### config.mk
export PLATFORM = sky130hd
export DESIGN_NAME = clock_date_time_setter
export DESIGN_NICKNAME = d
export VERILOG_FILES = /design/src/cdts_pkg.sv /design/src/clock_date_time_setter.sv /design/src/cdts_update.sv
export VERILOG_INCLUDE_DIRS = /design/src /design/src/src
export SDC_FILE = /design/constraint.sdc
export NUM_CORES = 1
export LEC_CHECK = 0
export BUFFER_PORTS_ARGS = -buffer_cell sky130_fd_sc_hd__clkbuf_2
export CORE_UTILIZATION = 61
export DETAILED_ROUTE_END_ITERATION = 8
export PLACE_DENSITY_LB_ADDON = 0.15
export SLEW_MARGIN = 20
export SYNTH_ARGS = -nofsm -noshare
export SYNTH_HDL_FRONTEND = slang
export SYNTH_HIERARCHICAL = 1
export SYNTH_SLANG_ARGS = --single-unit
export TNS_END_PERCENT = 50
### constraint.sdc
create_clock -name clk -period 12.34 [get_ports clk]
set_input_delay 1.851 -clock clk [delete_from_list [all_inputs] [get_ports clk]]
set_output_delay 1.851 -clock clk [all_outputs]
set_load 0.02 [all_outputs]
### src/clock_date_time_setter_assert.svh
// assertion macros shared by the clock date and time setter
`ifndef CLOCK_DATE_TIME_SETTER_ASSERT_SVH
`define CLOCK_DATE_TIME_SETTER_ASSERT_SVH

// checked only while out of reset
`define CDTS_ASSERT(label, prop, msg) \
  label: assert property (@(posedge clk) disable iff (!rst_n) prop) else $error(msg);

// checked at every edge
`define CDTS_ASSERT_ALWAYS(label, prop, msg) \
  label: assert property (@(posedge clk) prop) else $error(msg);

`endif

### src/cdts_pkg.sv
// types, codes and helper functions of the clock date and time setter
package cdts_pkg;

  typedef enum logic [1:0] {
    OP_MODE = 2'd0,
    OP_DOWN = 2'd1,
    OP_UP   = 2'd2
  } cdts_op_t;

  // field codes shared by the cursor and the edit target
  localparam logic [2:0] FLD_NONE   = 3'd0;
  localparam logic [2:0] FLD_YEAR   = 3'd1;
  localparam logic [2:0] FLD_MONTH  = 3'd2;
  localparam logic [2:0] FLD_DAY    = 3'd3;
  localparam logic [2:0] FLD_HOUR   = 3'd4;
  localparam logic [2:0] FLD_MINUTE = 3'd5;
  localparam logic [2:0] FLD_SECOND = 3'd6;
  localparam logic [2:0] CURSOR_WRAP = 3'd7;

  localparam logic [12:0] YEAR_MIN = 13'd1970;
  localparam logic [12:0] YEAR_MAX = 13'd2099;

  localparam logic [5:0] MONTH_FIRST = 6'd1;
  localparam logic [5:0] MONTH_LAST  = 6'd12;
  localparam logic [5:0] DAY_FIRST   = 6'd1;
  localparam logic [5:0] HOUR_LAST   = 6'd23;
  localparam logic [5:0] MINSEC_LAST = 6'd59;
  localparam logic [5:0] ZERO_VAL    = 6'd0;

  localparam logic [4:0] DAYS_LONG  = 5'd31;
  localparam logic [4:0] DAYS_SHORT = 5'd30;
  localparam logic [4:0] DAYS_LEAP  = 5'd29;
  localparam logic [4:0] DAYS_FEB   = 5'd28;

  // reciprocal of 100 scaled by 2^19, exact for 12-bit years
  localparam logic [12:0] RECIP_100 = 13'd5243;
  localparam logic [6:0]  CENTURY   = 7'd100;

  typedef struct packed {
    logic [1:0]  operation;
    logic        key_confirmed;
    logic [11:0] current_year;
    logic [3:0]  current_month;
    logic [4:0]  current_day;
    logic [4:0]  current_hour;
    logic [5:0]  current_minute;
    logic [5:0]  current_second;
  } cdts_item_t;

  typedef struct packed {
    logic [11:0] new_year;
    logic [3:0]  new_month;
    logic [4:0]  new_day;
    logic [4:0]  new_hour;
    logic [5:0]  new_minute;
    logic [5:0]  new_second;
    logic [2:0]  cursor_position;
    logic [2:0]  field_in_edit;
    logic        write_clock;
  } cdts_result_t;

  typedef struct packed {
    logic [2:0] cursor;
    logic [2:0] edit_target;
  } cdts_state_t;

  function automatic logic [4:0] month_len(input logic [3:0] m, input logic leap);
    logic [4:0] len;
    len = DAYS_LONG;
    case (m)
      4'd4, 4'd6, 4'd9, 4'd11: len = DAYS_SHORT;
      4'd2:                    len = leap ? DAYS_LEAP : DAYS_FEB;
      default:                 len = DAYS_LONG;
    endcase
    return len;
  endfunction

  // step over lo..hi with wrap; out-of-range values land on hi (down) or lo (up)
  function automatic logic [5:0] wrap_step(input logic [5:0] v, input logic [5:0] lo,
                                           input logic [5:0] hi, input logic up);
    logic [5:0] res;
    if (up) begin
      res = (v >= lo && v < hi) ? v + 6'd1 : lo;
    end else begin
      res = (v > lo && v <= hi) ? v - 6'd1 : hi;
    end
    return res;
  endfunction

endpackage

### src/clock_date_time_setter.sv
// top level of the clock date and time setter: input register, update, result register
//
//   channel | direction | handshake            | payload
//   in_     | input     | in_valid / in_ready  | key operation and current date and time
//   out_    | output    | out_valid / out_ready| new date and time, cursor, edit field, write
//
// one item per cycle unless out_ready stalls; results leave from the result register
// the update is combinational between the input register and the result register
// while the result waits, one more item is held in the input register
// reset clears both valid flags, the cursor and the edit target
module clock_date_time_setter (
  input  logic        clk,
  input  logic        rst_n,
  input  logic        in_valid,
  output logic        in_ready,
  input  logic [1:0]  in_operation,
  input  logic        in_key_confirmed,
  input  logic [11:0] in_current_year,
  input  logic [3:0]  in_current_month,
  input  logic [4:0]  in_current_day,
  input  logic [4:0]  in_current_hour,
  input  logic [5:0]  in_current_minute,
  input  logic [5:0]  in_current_second,
  output logic        out_valid,
  input  logic        out_ready,
  output logic [11:0] out_new_year,
  output logic [3:0]  out_new_month,
  output logic [4:0]  out_new_day,
  output logic [4:0]  out_new_hour,
  output logic [5:0]  out_new_minute,
  output logic [5:0]  out_new_second,
  output logic [2:0]  out_cursor_position,
  output logic [2:0]  out_field_in_edit,
  output logic        out_write_clock
);
  import cdts_pkg::*;

  cdts_item_t   item_r;
  logic         item_valid_r;
  cdts_state_t  st_r;
  cdts_state_t  st_nxt;
  cdts_result_t res_nxt;
  cdts_result_t res_r;
  logic         res_valid_r;
  logic         advance;

  // item moves on when the result register is free or being emptied
  assign advance  = item_valid_r && (!res_valid_r || out_ready);
  assign in_ready = !item_valid_r || advance;

  cdts_update u_update (
    .item   (item_r),
    .st     (st_r),
    .res    (res_nxt),
    .st_nxt (st_nxt)
  );

  always_ff @(posedge clk) begin
    if (!rst_n) begin
      item_valid_r <= 1'b0;
      res_valid_r  <= 1'b0;
      st_r         <= '0;
    end else begin
      if (in_ready) begin
        item_valid_r <= in_valid;
      end
      if (advance) begin
        res_valid_r <= 1'b1;
        st_r        <= st_nxt;
      end else if (out_ready) begin
        res_valid_r <= 1'b0;
      end
    end
  end

  always_ff @(posedge clk) begin
    if (in_valid && in_ready) begin
      item_r <= '{operation:      in_operation,
                  key_confirmed:  in_key_confirmed,
                  current_year:   in_current_year,
                  current_month:  in_current_month,
                  current_day:    in_current_day,
                  current_hour:   in_current_hour,
                  current_minute: in_current_minute,
                  current_second: in_current_second};
    end
    if (advance) begin
      res_r <= res_nxt;
    end
  end

  assign out_valid           = res_valid_r;
  assign out_new_year        = res_r.new_year;
  assign out_new_month       = res_r.new_month;
  assign out_new_day         = res_r.new_day;
  assign out_new_hour        = res_r.new_hour;
  assign out_new_minute      = res_r.new_minute;
  assign out_new_second      = res_r.new_second;
  assign out_cursor_position = res_r.cursor_position;
  assign out_field_in_edit   = res_r.field_in_edit;
  assign out_write_clock     = res_r.write_clock;

`include "clock_date_time_setter_assert.svh"

  `CDTS_ASSERT(a_cursor_range, st_r.cursor != CURSOR_WRAP, "cursor reached the wrap code")
  `CDTS_ASSERT(a_edit_kept, st_r.edit_target != FLD_NONE |=> st_r.edit_target != FLD_NONE, "edit target cleared")
  `CDTS_ASSERT(a_write_needs_target, out_valid && out_write_clock |-> out_field_in_edit != FLD_NONE, "clock write with no edit field")
  `CDTS_ASSERT(a_cursor_is_target, out_valid && out_cursor_position != FLD_NONE |-> out_field_in_edit == out_cursor_position, "edit field differs from cursor")

endmodule

### src/cdts_update.sv
// next date, time, cursor and edit target for one key item
module cdts_update (
  input  cdts_pkg::cdts_item_t   item,
  input  cdts_pkg::cdts_state_t  st,
  output cdts_pkg::cdts_result_t res,
  output cdts_pkg::cdts_state_t  st_nxt
);
  import cdts_pkg::*;

  logic [24:0] year_prod;
  logic [5:0]  year_q;
  logic [11:0] year_rem;
  logic        leap;
  logic [4:0]  days;
  logic        up;
  logic [12:0] year_step;
  logic [12:0] year_adj;
  logic [2:0]  cursor_inc;
  logic [5:0]  day_wrap;

  // leap test: divisible by 4, and not a century unless the century count is too
  assign year_prod = {13'd0, item.current_year} * {12'd0, RECIP_100};
  assign year_q    = year_prod[24:19];
  assign year_rem  = item.current_year - 12'({6'd0, year_q} * {5'd0, CENTURY});
  assign leap      = (item.current_year[1:0] == 2'd0) &&
                     ((year_rem != 12'd0) || (year_q[1:0] == 2'd0));
  assign days      = month_len(item.current_month, leap);

  assign up = (item.operation == OP_UP);

  always_comb begin
    if (up) begin
      year_step = {1'b0, item.current_year} + 13'd1;
    end else if (item.current_year == 12'd0) begin
      year_step = 13'd0;
    end else begin
      year_step = {1'b0, item.current_year} - 13'd1;
    end
    if (year_step < YEAR_MIN) begin
      year_adj = YEAR_MIN;
    end else if (year_step > YEAR_MAX) begin
      year_adj = YEAR_MAX;
    end else begin
      year_adj = year_step;
    end
  end

  assign cursor_inc = st.cursor + 3'd1;
  assign day_wrap   = wrap_step({1'b0, item.current_day}, DAY_FIRST, {1'b0, days}, up);

  always_comb begin
    st_nxt              = st;
    res.new_year        = item.current_year;
    res.new_month       = item.current_month;
    res.new_day         = item.current_day;
    res.new_hour        = item.current_hour;
    res.new_minute      = item.current_minute;
    res.new_second      = item.current_second;
    res.write_clock     = 1'b0;
    if (item.key_confirmed) begin
      unique case (item.operation)
        OP_MODE: begin
          st_nxt.cursor = (cursor_inc == CURSOR_WRAP) ? FLD_NONE : cursor_inc;
          if (st_nxt.cursor != FLD_NONE) begin
            st_nxt.edit_target = st_nxt.cursor;
          end
        end
        OP_DOWN, OP_UP: begin
          res.write_clock = 1'b1;
          unique case (st.edit_target)
            FLD_YEAR:   res.new_year = year_adj[11:0];
            FLD_MONTH:  res.new_month =
                          4'(wrap_step({2'd0, item.current_month}, MONTH_FIRST, MONTH_LAST, up));
            FLD_DAY:    res.new_day = day_wrap[4:0];
            FLD_HOUR:   res.new_hour =
                          5'(wrap_step({1'b0, item.current_hour}, ZERO_VAL, HOUR_LAST, up));
            FLD_MINUTE: res.new_minute =
                          wrap_step(item.current_minute, ZERO_VAL, MINSEC_LAST, up);
            FLD_SECOND: res.new_second =
                          wrap_step(item.current_second, ZERO_VAL, MINSEC_LAST, up);
            default:    res.write_clock = 1'b0;
          endcase
        end
        default: ;
      endcase
    end
    res.cursor_position = st_nxt.cursor;
    res.field_in_edit   = st_nxt.edit_target;
  end

endmodule
**After elaboration in Yosys (flattened, before gate mapping)**

Cells that the tools add are included.

- Add/sub/neg operators: 14
- $mul: 2
- $lt $le $gt $ge: 21
- Equal/unequal tests: 14
- Mux-type cells: 36
- Reductions and logical operators: 28

Operators with widths:

| operator | number |
|---|---|
| 38-bit 2-to-1 mux | 2 |
| 6-bit 2-to-1 mux | 10 |
| 5-bit 2-to-1 mux | 8 |
| 12-bit 2-to-1 mux | 3 |
| 13-bit 2-to-1 mux | 2 |
| 12-bit by 13-bit multiplier with 25-bit output, second input constant | 1 |
| 4-bit 2-to-1 mux | 4 |
| 12-bit by 1-bit adder with 13-bit output, second input constant | 1 |
| 13-bit by 12-bit > comparator with 1-bit output, second input constant | 1 |
| 13-bit by 11-bit < comparator with 1-bit output, second input constant | 1 |
| 12-bit by 1-bit subtractor with 13-bit output, second input constant | 1 |
| 6-bit by 1-bit adder with 6-bit output, second input constant | 2 |
| 3-bit == test, second input constant | 4 |
| 6-bit by 1-bit >= comparator with 1-bit output, second input constant | 2 |
| 6-bit by 1-bit > comparator with 1-bit output, second input constant | 2 |
| 6-bit <= comparator, second input constant | 2 |
| 1-bit logical AND | 12 |
| 12-bit logical NOT | 1 |
| 6-bit < comparator, second input constant | 2 |
| 12-bit nonzero test | 1 |
| 12-bit subtractor | 1 |
| 6-bit by 1-bit subtractor with 6-bit output, second input constant | 2 |
| 5-bit by 1-bit adder with 5-bit output, second input constant | 2 |
| 5-bit by 1-bit > comparator with 1-bit output, second input constant | 2 |
| 33 further kinds | 46 |

- Register bits after elaboration: 94
- Bits of input ports: 45
- Output and inout bits: 47
- Logic and storage cells: 136

**Logic depth before layout (Yosys ltp)**

Gate-level depths: netlist (run 1).

- Depth in word-level cells: 15
- Depth in mapped cells: 42
- Depth with buffers taken out: 42

**Modules after synthesis**

The synthesis (run 1) kept the hierarchy.

By module, submodules not included:

| module | instances | cells each | area an instance (µm²) | seq. area each (µm²) |
|---|---|---|---|---|
| cdts_update | 1 | 808 | 6175.9 | 0.0 |
| clock_date_time_setter | 1 | 121 | 2915.3 | 2742.6 |

**Worst setup path before layout (run 1)**

Ideal clock, no wire load.

- Path kind: register to register
- Start point: register item_r[32] (netlist bit)
- End point: register res_r, in the netlist out_new_day[1] (data pin)
- Library setup time: 0.265 ns
- Data arrival time: 8.436 ns
- Required time: 12.075 ns
- Path slack: 3.639 ns
- Cell stages (with the launch flop): 36
- Clock period less this slack: 8.701 ns
- Cell sequence: edfxtp_1 inv_1 fa_1 inv_1 ha_1 fa_1 fa_1 fa_1 ha_1 a2111o_1 nor2_1 o21ai_0 o211ai_1 nand2b_1 a21oi_1 xnor2_1 ha_1 ha_1 ha_1 fa_1 inv_1 ha_1 o41ai_1 o21ai_0 o31a_1 o21ai_1 inv_1 ha_1 nor2b_1 o2111ai_1 a21oi_1 a21o_1 nand2b_1 mux2i_1 a221oi_1 a21oi_1

RTL lines:

| item | line | text |
|---|---|---|
| start, declared | clock_date_time_setter.sv:38 | `cdts_item_t item_r;` |
| start signal, assigned | clock_date_time_setter.sv:78 | `item_r <= '{operation: in_operation,` |
| end signal, assigned | clock_date_time_setter.sv:88 | `res_r <= res_nxt;` |
| end, declared | clock_date_time_setter.sv:43 | `cdts_result_t res_r;` |

==> out/summary.json, run 1 <==
{
  "status": "finished, final reports clean",
  "crit_family": "adder cells",
  "synth_async_sr_flop_share_pct": 0,
  "endpoint_class_of_the_critical_path": "flip-flop",
  "detail_route.wirelength_um": 19920,
  "finalHoldViolations": 0,
  "io-pin-count": 92,
  "tcrit_tclk_final_pct": 79.21,
  "fp-row-count": 44,
  "h_tree_lvl_count": 3,
  "number_of_antenna_violations_at_the_first_check_in_global_routing": 0,
  "max_buffers_root_to_sink": 2,
  "leakage_nw": 4.430,
  "layout-drive-gt1-share_pct": 13.47,
  "timing.slew.headroom_pct": 29.12,
  "max_stage_delay_ns": 0.64,
  "cts_clock_pin_slew_for_the_worst_setup_and_hold_paths_ns": 0.06,
  "first_global_vias": 6629,
  "finalNetCount": 1229,
  "ys_seq_area_share_pct": 30.17,
  "cp_slowest_cell": "fa_1",
  "critical_path.startpoint_type": "flip-flop",
  "number_of_distinct_library_cell_variants_in_the_gate_level_netlist_after_synthesis": 82,
  "synthesis.area_per_instance_um2": 9.786,
  "dieWidth_um": 124.1,
  "synth_edf_count": 86,
  "critical_path_cell_count": 35,
  "die_height_um": 124.1,
  "skew_ns": 0.005919,
  "maxCapViolCount": 0,
  "synth_common_cells": "ha_1, inv_1, edfxtp_1, nand2_1",
  "max_freq_mhz": 102.3,
  "post_cts_hold_buffer_count": 0,
  "placedInstanceArea_um2": 9612,
  "worst-path-buf-inv": 4,
  "postSynthRegisterBits": 94,
  "setup-tns-final_ns": 0,
  "post-synth-top-area-fraction_pct": 28.41,
  "grt_setup_unrepaired": "false",
  "route.vias.total": 7083,
  "dpl.cell_count": 1170,
  "fin_ws_ns": 2.566,
  "placeable_core_area_um2": 14530,
  "drc_errors": 0,
  "synthMostInstantiatedCell": "ha_1",
  "finalWeightedCongestion": 0.9119,
  "crit_path_max_fanout": 10,
  "final_cell_area_um2": 9930,
  "period_minus_slack_ns": 9.774,
  "place.detailed.hpwl_um": 15080,
  "worst_ep_arrival_time_ns": 9.86,
  "drt_first_pass_iters": 5,
  "worstSetupPathType": "reg2reg",
  "synth_nets": 1161,
  "area_growth_pct": 9.221,
  "netlist_instances": 929,
  "wl_per_cell_um": 16.79,
  "global_route_wire_length_before_repair_um": 31860,
  "clock_sink_count": 94,
  "cts_post_setup_buffers_inserted": 0,
  "ys_dominant_reg_cell": "edfxtp_1",
  "drv_slew": 0,
  "routed_via_density": 5.972,
  "worst_path_most_repeated_cell": "ha_1",
  "initial_core_util_pct": 62.55,
  "grt_usage_pct": 26.91,
  "cts_root_buffer": "clkbuf_16",
  "ant_nets": 0,
  "min_path_type": "reg2reg",
  "synth_area_leader_cell": "edfxtp_1",
  "worstSkewPairLatency_ns": 0.35,
  "postCtsResizedCells": 0,
  "post_placement_worst_setup_slack_ns": 2.678,
  "power-per-cell-area_nw_per_um2": 199.5,
  "setup_viol_count_final": 0,
  "netlist_area_um2": 9091,
  "irDropWorstVdd_uv": 462.2,
  "antenna_cells": 0,
  "floorplan.die_area_um2": 15400,
  "worstPathRequired_ns": 12.43,
  "cts_made_buffers": 9,
  "reg2reg_depth": 35,
  "synthesis.yosys.warnings": 6,
  "synth.area.top_cells": "edfxtp_1, ha_1, fa_1",
  "clock_tree_from_tritoncts": "built",
  "maximum_number_of_pins_on_one_net_before_global_route_repair": 69,
  "pnr_total_power_mw": 1.981,
  "drt-initial-drc-count": 520,
  "portBuffers": 91,
  "tightestPinTransition_ns": 1.063,
  "stdcell_count": 1186,
  "overflow_left_after_global_routing": 0,
  "holdPathStages": 2
}
## cells by family after synthesis
| kind of cell | after synthesis | synth area share [%] |
|---|---|---|
| DFF | 94 | 30.17 |
| adders and majority gates | 187 | 29.29 |
| xor gates and xnor gates | 38 | 3.661 |
| AOI/OAI and AO/OA | 220 | 15.96 |
| and+or+nand+nor | 233 | 13.23 |
| muxes | 9 | 0.9910 |
| buffers and inverters | 148 | 6.702 |
## cells in the final DEF, fill, tap and decap left out, types with 3 or more instances in the layout
master	netlist	layout
a221oi_1	4	4
xnor2_1	28	28
a22oi_1	3	3
clkbuf_2	0	91
a211o_1	4	4
nor2b_1	7	7
clkbuf_1	18	3
a21oi_1	56	56
o32a_1	3	3
ha_1	144	143
o22ai_1	7	7
o21ai_1	4	4
nor3_1	29	29
or2_2	5	5
and2_1	8	7
a311oi_1	3	3
nand3_1	18	18
mux2i_1	9	9
nor2_1	53	53
nand2_1	60	60
xor2_1	10	10
edfxtp_1	86	86
nand4_1	8	8
nor3b_1	4	4
or3_1	4	4
o21ai_0	56	56
o31a_1	4	4
o21a_1	9	9
a21o_1	10	10
dfxtp_1	8	8
a31oi_1	14	14
a211oi_1	6	6
fa_1	43	43
and3_1	8	8
clkbuf_16	0	9
inv_1	112	112
nand2b_1	9	9
o211ai_1	4	4
## through the flow
| step | util (%) | hold slack [ns] |
|---|---|---|
| 2_1_floorplan | - | 0.4670 |
| 3_3_place_gp | 66.13 | 0.4815 |
| 3_5_place_dp | 66.13 | 0.4954 |
| 4_1_cts | 68.32 | 0.5053 |
| 5_1_grt | 68.32 | 0.5288 |
| 6_report | 68.32 | 0.5003 |
## registers in the layout, indices dropped and copies added (netlist names), 3 cells and up
register and count:
out_new_day 5, out_new_month 4, out_new_second 6, out_field_in_edit 3, out_new_year 12, out_new_minute 6
out_cursor_position 3, out_new_hour 5, item_r 41, st_r 6
## power by group
group | internal (mW) | switching (mW)
logic | 0.591 | 0.702
clock network | 0.183 | 0.116
registers | 0.366 | 0.0217
## tightest hold or removal path, stage by stage (launching register included)
cell and delay [ns]:
dfxtp_1 0.33, nand2_1 0.07, mux2i_1 0.05
## path summary, 6_finish.rpt
kind	startpoint	end	slack, ns
max	item_r[32]$_DFFE_PP_	out_new_day[1]$_DFFE_PP_	2.57
min	st_r[4]$_SDFFE_PN0P_	st_r[4]$_SDFFE_PN0P_	0.50
max reg2reg	item_r[32]$_DFFE_PP_	out_new_day[1]$_DFFE_PP_	2.57
min reg2reg	st_r[4]$_SDFFE_PN0P_	st_r[4]$_SDFFE_PN0P_	0.50
## area by class of cell
type	instances	area (um^2)
multi-input cells	687	5748
fillers	1149	4604
flip-flops and latches	94	2743
repair buffers	93	470.5
inverters	112	420.4
clock buffers	13	250.2
well taps	184	230.2
clock inverters	3	67.56
## metal layers
metal	part of all wire (%)	GRT usage, %	vias up
met1	45	35.19	3405
met4	1.8	8.631	0
met3	4.9	4.304	26
li1	-	-	3445
met2	48	45.41	207
met5	0	0	-
Power figures use the tool's default switching activity.
==> inputs of run 2 (changes only) <==
--- a/config.mk
+++ b/config.mk
@@ -6,6 +6,7 @@
 export SDC_FILE = /design/constraint.sdc
 export NUM_CORES = 1
 export LEC_CHECK = 0
+export ABC_AREA = 1
 export BUFFER_PORTS_ARGS = -buffer_cell sky130_fd_sc_hd__clkbuf_2
 export CORE_UTILIZATION = 61
 export DETAILED_ROUTE_END_ITERATION = 8
==> constraint.sdc (replaced) <==
create_clock -name clk -period 9.2 [get_ports clk]
set_input_delay 1.38 -clock clk [delete_from_list [all_inputs] [get_ports clk]]
set_output_delay 1.38 -clock clk [all_outputs]
set_load 0.02 [all_outputs]
==> run 2 against run 1 <==
Net effect: maximum frequency is 11% higher; final cell count is 24% higher; critical path depth is 12 higher; combinational power is 140% higher; global-route usage is 1.2 points higher; sequential power is 33% higher; area after synthesis is 4.7% higher; clock skew is 0.0035 ns higher.
==> out/summary.json, run 2 <==
{
  "place.detailed.hpwl_um": 17020,
  "postLayoutCoreUtil_pct": 72.45,
  "status": "finished, final reports clean",
  "critical_path.startpoint_type": "flip-flop",
  "crit_family": "adder cells",
  "leakage_nw": 5.476,
  "synth.area.top_cells": "edfxtp_1, ha_1, fa_1",
  "timing.slew.headroom_pct": 31.01,
  "post-synth-top-area-fraction_pct": 27.13,
  "finalWeightedCongestion": 0.9165,
  "placeable_core_area_um2": 15200,
  "endpoint_class_of_the_critical_path": "flip-flop",
  "ys_seq_area_share_pct": 28.81,
  "crit_path_max_fanout": 4,
  "maximum_number_of_pins_on_one_net_before_global_route_repair": 42,
  "postSynthRegisterBits": 94,
  "post_cts_hold_buffer_count": 0,
  "skew_ns": 0.009443,
  "max_freq_mhz": 113.8,
  "h_tree_lvl_count": 3,
  "drv_slew": 0,
  "cts_clock_pin_slew_for_the_worst_setup_and_hold_paths_ns": 0.07,
  "ys_dominant_reg_cell": "edfxtp_1",
  "synth_nets": 1383,
  "clock_sink_count": 94,
  "synth_area_leader_cell": "edfxtp_1",
  "maxCapViolCount": 0,
  "area_growth_pct": 15.69,
  "netlist_area_um2": 9520,
  "grt_usage_pct": 28.12,
  "clock_tree_from_tritoncts": "built",
  "cts_root_buffer": "clkbuf_16",
  "tcrit_tclk_final_pct": 95.49,
  "synth_edf_count": 86,
  "synthMostInstantiatedCell": "inv_1",
  "drc_errors": 0,
  "pnr_total_power_mw": 4.040,
  "regToRegSetupSlack_ns": 0.42,
  "fill_cells": 1172,
  "max_stage_delay_ns": 0.58,
  "initial_core_util_pct": 62.63,
  "hold_path.startpoint": "st_r[2]$_SDFFE_PN0P_",
  "overflow_left_after_global_routing": 0,
  "number_of_antenna_violations_at_the_first_check_in_global_routing": 1,
  "setup-tns-final_ns": 0,
  "routed_via_density": 5.562,
  "cp_slowest_cell": "fa_1",
  "wl_per_cell_um": 15.33,
  "worstSetupPathType": "reg2reg",
  "power-per-cell-area_nw_per_um2": 366.8,
  "io-pin-count": 92,
  "cts_made_buffers": 9,
  "drt_first_pass_iters": 5,
  "mostFrequentLayoutCells": "inv_1, nand2_1, ha_1, clkbuf_2, edfxtp_1",
  "dpl.cell_count": 1422,
  "fp-row-count": 45,
  "period_minus_slack_ns": 8.785,
  "synth_common_cells": "inv_1, nand2_1, ha_1, edfxtp_1, nor2_1",
  "route.vias.total": 8159,
  "global_route_wire_length_before_repair_um": 35890,
  "min_path_type": "reg2reg",
  "max_buffers_root_to_sink": 2,
  "dieWidth_um": 126.9,
  "detail_route.wirelength_um": 22490,
  "number_of_distinct_library_cell_variants_in_the_gate_level_netlist_after_synthesis": 49,
  "largest_register": "item_r",
  "finalNetCount": 1505,
  "portBuffers": 91,
  "stdcell_count": 1467,
  "ant_nets": 0,
  "worst-path-buf-inv": 9,
  "finalHoldViolations": 0,
  "mostFrequentLayoutCell": "inv_1",
  "number_of_flip_flops_under_the_largest_register_name": 41,
  "tightestPinTransition_ns": 1.034,
  "synthesis.yosys.warnings": 6,
  "netlist_instances": 1151,
  "drt-initial-drc-count": 547,
  "irDropWorstVdd_uv": 454.1,
  "layout-drive-gt1-share_pct": 17.37,
  "first_global_vias": 7768,
  "final_cell_area_um2": 11010,
  "regToRegStartpoint": "item_r[33]$_DFFE_PP_",
  "setup_viol_count_final": 0,
  "worstPathRequired_ns": 9.39,
  "floorplan.die_area_um2": 16110,
  "worstSkewPairLatency_ns": 0.35,
  "die_height_um": 126.9,
  "synthesis.area_per_instance_um2": 8.271,
  "worst_ep_arrival_time_ns": 8.98,
  "setup.worst_path.start": "item_r[33]$_DFFE_PP_",
  "placedInstanceArea_um2": 10190,
  "synth_async_sr_flop_share_pct": 0
}
-- run 2: cell types whose count changed after synthesis, sizes merged, moves of 9 or more --
cell    delta
nand2    +152
inv      +117
nand3     +61
nor2      +32
xnor2     -17
nor3      -16
xor2      +15
clkbuf    -11
mux2i      -9
nand2b     -9
nor2b      -9
-- run 2: logic make-up (layout without fill, tap and decap cells) --
family | count (synthesis) | in the layout | share of synthesized area [%]
other | 0 | 1 | 0
XOR/XNOR | 36 | 36 | 3.312
AO/OA/AOI/OAI | 173 | 173 | 10.74
adder cells (fa/ha/maj) | 187 | 187 | 27.97
AND/OR/NAND/NOR | 411 | 411 | 18.79
buffers and inverters | 250 | 377 | 10.38
flip-flops | 94 | 94 | 28.81
-- run 2: worst min-delay path: cells and delay by family (launching register included) --
family | cells | cell delay [ns]
AOI/OAI and AO/OA | 1 | 0.05
DFF | 1 | 0.35
and+or+nand+nor | 1 | 0.08
-- run 2: area by class of cell --
type / instances / area [um^2] / area share (%)
tap: 188 / 235.2 / 2.136
antenna: 1 / 2.502 / 0.02272
clock buffer: 13 / 281.5 / 2.556
multi-input combinational: 807 / 6103 / 55.41
inverter: 229 / 863.3 / 7.838
clock inverter: 3 / 22.52 / 0.2045
sequential: 94 / 2743 / 24.90
timing repair buffer: 132 / 763.2 / 6.929
-- run 2: per-stage QoR --
stage,hold WS (ns),setup slack (ns)
5_1_grt,0.5686,-0.1103
3_5_place_dp,0.5024,0.03090
6_report,0.5135,0.4152
3_3_place_gp,0.4981,0.3071
4_1_cts,0.5189,0.01940
2_1_floorplan,0.4749,0.7931
-- run 2: timing repair --
item | CTS | global route
pin swaps | 0 | 21
buffers inserted | 3 | 25
setup endpoints to repair | 1 | 5
resized for setup | 0 | 52
-- run 2: final timing paths --
path / endpoint / cells after the start
hold / removal: st_r[2]$_SDFFE_PN0P_ / 2
setup reg to reg: out_new_day[3]$_DFFE_PP_ / 47
hold reg to reg: st_r[2]$_SDFFE_PN0P_ / 2
setup / recovery: out_new_day[3]$_DFFE_PP_ / 47
-- run 2: power breakdown --
| group | switching, mW | internal (mW) |
|---|---|---|
| clock | 0.156 | 0.216 |
| sequential | 0.0201 | 0.495 |
| combinational | 1.80 | 1.35 |
-- run 2: routing by layer --
| metal | vias to the layer above | track usage (%) | wire, um |
|---|---|---|---|
| met5 | - | 0 | 0 |
| met4 | 0 | 8.473 | 396 |
| met3 | 40 | 4.513 | 1349 |
| met2 | 303 | 46.38 | 10770 |
| met1 | 3771 | 38.19 | 9970 |
| li1 | 4045 | - | - |
==> inputs of run 3 (changes only) <==
--- a/config.mk
+++ b/config.mk
@@ -8,10 +8,12 @@
 export LEC_CHECK = 0
 export ABC_AREA = 1
 export BUFFER_PORTS_ARGS = -buffer_cell sky130_fd_sc_hd__clkbuf_2
+export CORE_MARGIN = 2
 export CORE_UTILIZATION = 61
 export DETAILED_ROUTE_END_ITERATION = 8
 export PLACE_DENSITY_LB_ADDON = 0.15
-export SLEW_MARGIN = 20
+export REMOVE_ABC_BUFFERS = 1
+export SLEW_MARGIN = 5
 export SYNTH_ARGS = -nofsm -noshare
 export SYNTH_HDL_FRONTEND = slang
 export SYNTH_HIERARCHICAL = 1
==> run 3 against run 2 <==
Net effect: worst hold slack lost 0.0011 ns; combinational power is 11% lower; die area up 3.2%; wire length is 2.7% lower; utilization decreased by 1.7 points; power decreased by 9.7%; global-route usage shrank 1.3 points; first-iteration DRC count grew 9.3%; largest power group unchanged; maximum frequency about the same.
==> out/summary.json, run 3 (same netlist as run 2, synthesis figures left out) <==
{
  "global_route_wire_length_before_repair_um": 35400,
  "cp_slowest_cell": "fa_1",
  "largest_register": "item_r",
  "number_of_flip_flops_under_the_largest_register_name": 41,
  "routed-wl-met3_um": 1289,
  "setup-tns-final_ns": 0,
  "antenna_cells": 0,
  "min_path_type": "reg2reg",
  "initial_core_util_pct": 62.63,
  "clock_tree_from_tritoncts": "built",
  "tcrit_tclk_final_pct": 95.54,
  "place.detailed.hpwl_um": 16900,
  "setup.worst_path.start": "item_r[36]$_DFFE_PP_",
  "tightestPinTransition_ns": 1.151,
  "critPathCapture": "out_new_day[3]$_DFFE_PP_",
  "number_of_antenna_violations_at_the_first_check_in_global_routing": 1,
  "regToRegSetupSlack_ns": 0.41,
  "max_stage_delay_ns": 0.65,
  "drc_errors": 0,
  "overflow_left_after_global_routing": 0,
  "drt-initial-drc-count": 598,
  "worstSkewPairLatency_ns": 0.34,
  "drv_slew": 0,
  "mostFrequentLayoutCells": "inv_1, nand2_1, ha_1, clkbuf_2, edfxtp_1",
  "detail_route.wirelength_um": 21880,
  "grt_usage_pct": 26.80,
  "area_growth_pct": 12.98,
  "die_height_um": 128.9,
  "dpl.cell_count": 1422,
  "worst_path_most_repeated_cell": "nand2_1",
  "m1WireLength_um": 9970,
  "final_cell_area_um2": 10760,
  "cts_made_buffers": 9,
  "period_minus_slack_ns": 8.790,
  "max_buffers_root_to_sink": 2,
  "timing.slew.headroom_pct": 23.16,
  "maxCapViolCount": 0,
  "skew_ns": 0.006450,
  "regToRegStartpoint": "item_r[36]$_DFFE_PP_",
  "drt_first_pass_iters": 5,
  "h_tree_lvl_count": 3,
  "dr_wl_met2_um": 10190,
  "top_layer": "met5",
  "maximum_number_of_pins_on_one_net_before_global_route_repair": 40,
  "finalWeightedCongestion": 0.9877,
  "dieWidth_um": 128.9,
  "ant_nets": 0,
  "irDropWorstVdd_uv": 434.7,
  "layout-drive-gt1-share_pct": 14.94,
  "max_freq_mhz": 113.8,
  "crit-reg2reg-capture": "out_new_day[3]$_DFFE_PP_",
  "cts_clock_pin_slew_for_the_worst_setup_and_hold_paths_ns": 0.06,
  "worstPathRequired_ns": 9.39,
  "finalNetCount": 1492,
  "placedInstanceArea_um2": 10190,
  "route.vias.total": 8132,
  "leakage_nw": 5.387,
  "placeable_core_area_um2": 15200,
  "setup_viol_count_final": 0,
  "mostFrequentLayoutCell": "inv_1",
  "portBuffers": 91,
  "worst_ep_arrival_time_ns": 8.98,
  "wl_per_cell_um": 15.06,
  "fp-row-count": 45,
  "floorplan.die_area_um2": 16620,
  "first_global_vias": 7758,
  "finalHoldViolations": 0,
  "reg2reg_depth": 46,
  "post_cts_hold_buffer_count": 0,
  "post_placement_worst_setup_slack_ns": 0.05670,
  "fin_ws_ns": 0.4103,
  "routed_via_density": 5.597,
  "power-per-cell-area_nw_per_um2": 339.0,
  "worstSetupPathType": "reg2reg",
  "status": "finished, final reports clean",
  "stdcell_count": 1453,
  "cts_root_buffer": "clkbuf_16",
  "critical_path.startpoint_type": "flip-flop",
  "crit_path_max_fanout": 8,
  "fill_cells": 1226,
  "endpoint_class_of_the_critical_path": "flip-flop",
  "clock_sink_count": 94,
  "io-pin-count": 92
}
[run 3: cell types whose count changed in the layout (fill, tap and decap cells not counted), sizes merged]
cell and change:
buf -13, clkbuf -2, clkinv -1, clkinvlp +2
diode -1, inv +1
[run 3: area by class of cell]
class / instances / area, um^2 / area share [%]
multi-input cells: 807 / 5984 / 55.64
flip-flops and latches: 94 / 2743 / 25.50
inverters: 229 / 859.6 / 7.991
repair buffers: 119 / 665.6 / 6.188
well taps: 188 / 235.2 / 2.187
clock buffers: 11 / 232.7 / 2.164
clock inverters: 5 / 36.28 / 0.3373
[run 3: timing repair]
| item | 4_1_cts | 5_1_grt |
|---|---|---|
| setup buffers | 3 | 12 |
| setup endpoints to repair | 2 | 5 |
| resized for setup | 1 | 30 |
| pin swaps | 0 | 12 |
[run 3: where the power goes]
part / switching [mW] / internal (mW) / total [mW]
clock: 0.155 / 0.184 / 0.339
sequential: 0.0211 / 0.495 / 0.516
combinational: 1.65 / 1.14 / 2.79
total: 1.82 / 1.82 / 3.65
[run 3: worst min-delay path by stage]
stage                          from                    to  slack, ns  cells past startpoint
3_5_place_dp   st_r[2]$_SDFFE_PN0P_  st_r[2]$_SDFFE_PN0P_       0.50                      2
3_3_place_gp   st_r[2]$_SDFFE_PN0P_  st_r[2]$_SDFFE_PN0P_       0.49                      2
5_1_grt        st_r[2]$_SDFFE_PN0P_  st_r[2]$_SDFFE_PN0P_       0.58                      2
6_report       st_r[2]$_SDFFE_PN0P_  st_r[2]$_SDFFE_PN0P_       0.51                      2
2_1_floorplan  st_r[2]$_SDFFE_PN0P_  st_r[2]$_SDFFE_PN0P_       0.47                      2
4_1_cts        st_r[2]$_SDFFE_PN0P_  st_r[2]$_SDFFE_PN0P_       0.51                      2
[run 3: layer usage]
metal  track usage, %  vias to the layer above
met3            4.574                       43
met1            36.61                     3792
li1                 -                     4016
met5                0                        -
met4            7.609                        2
met2            44.26                      279
[run 3: metrics by stage]
| step | hold WS (ns) | util [%] | total power [mW] |
|---|---|---|---|
| 2_1_floorplan | 0.4749 | - | 2.538 |
| 3_3_place_gp | 0.4949 | 67.04 | 3.009 |
| 3_5_place_dp | 0.4971 | 67.04 | 3.038 |
| 4_1_cts | 0.5128 | 69.00 | 3.397 |
| 5_1_grt | 0.5752 | 70.76 | 4.085 |
| 6_report | 0.5124 | 70.76 | 3.647 |
[run 3: worst max-delay path, delay by kind of cell, from the launching register on]
kind | cells | cell delay [ns]
simple gates | 13 | 1.19
buf+inv | 7 | 0.60
fa+ha+maj | 12 | 4.27
xor+xnor | 3 | 0.47
compound gates | 11 | 1.60
flops | 1 | 0.54
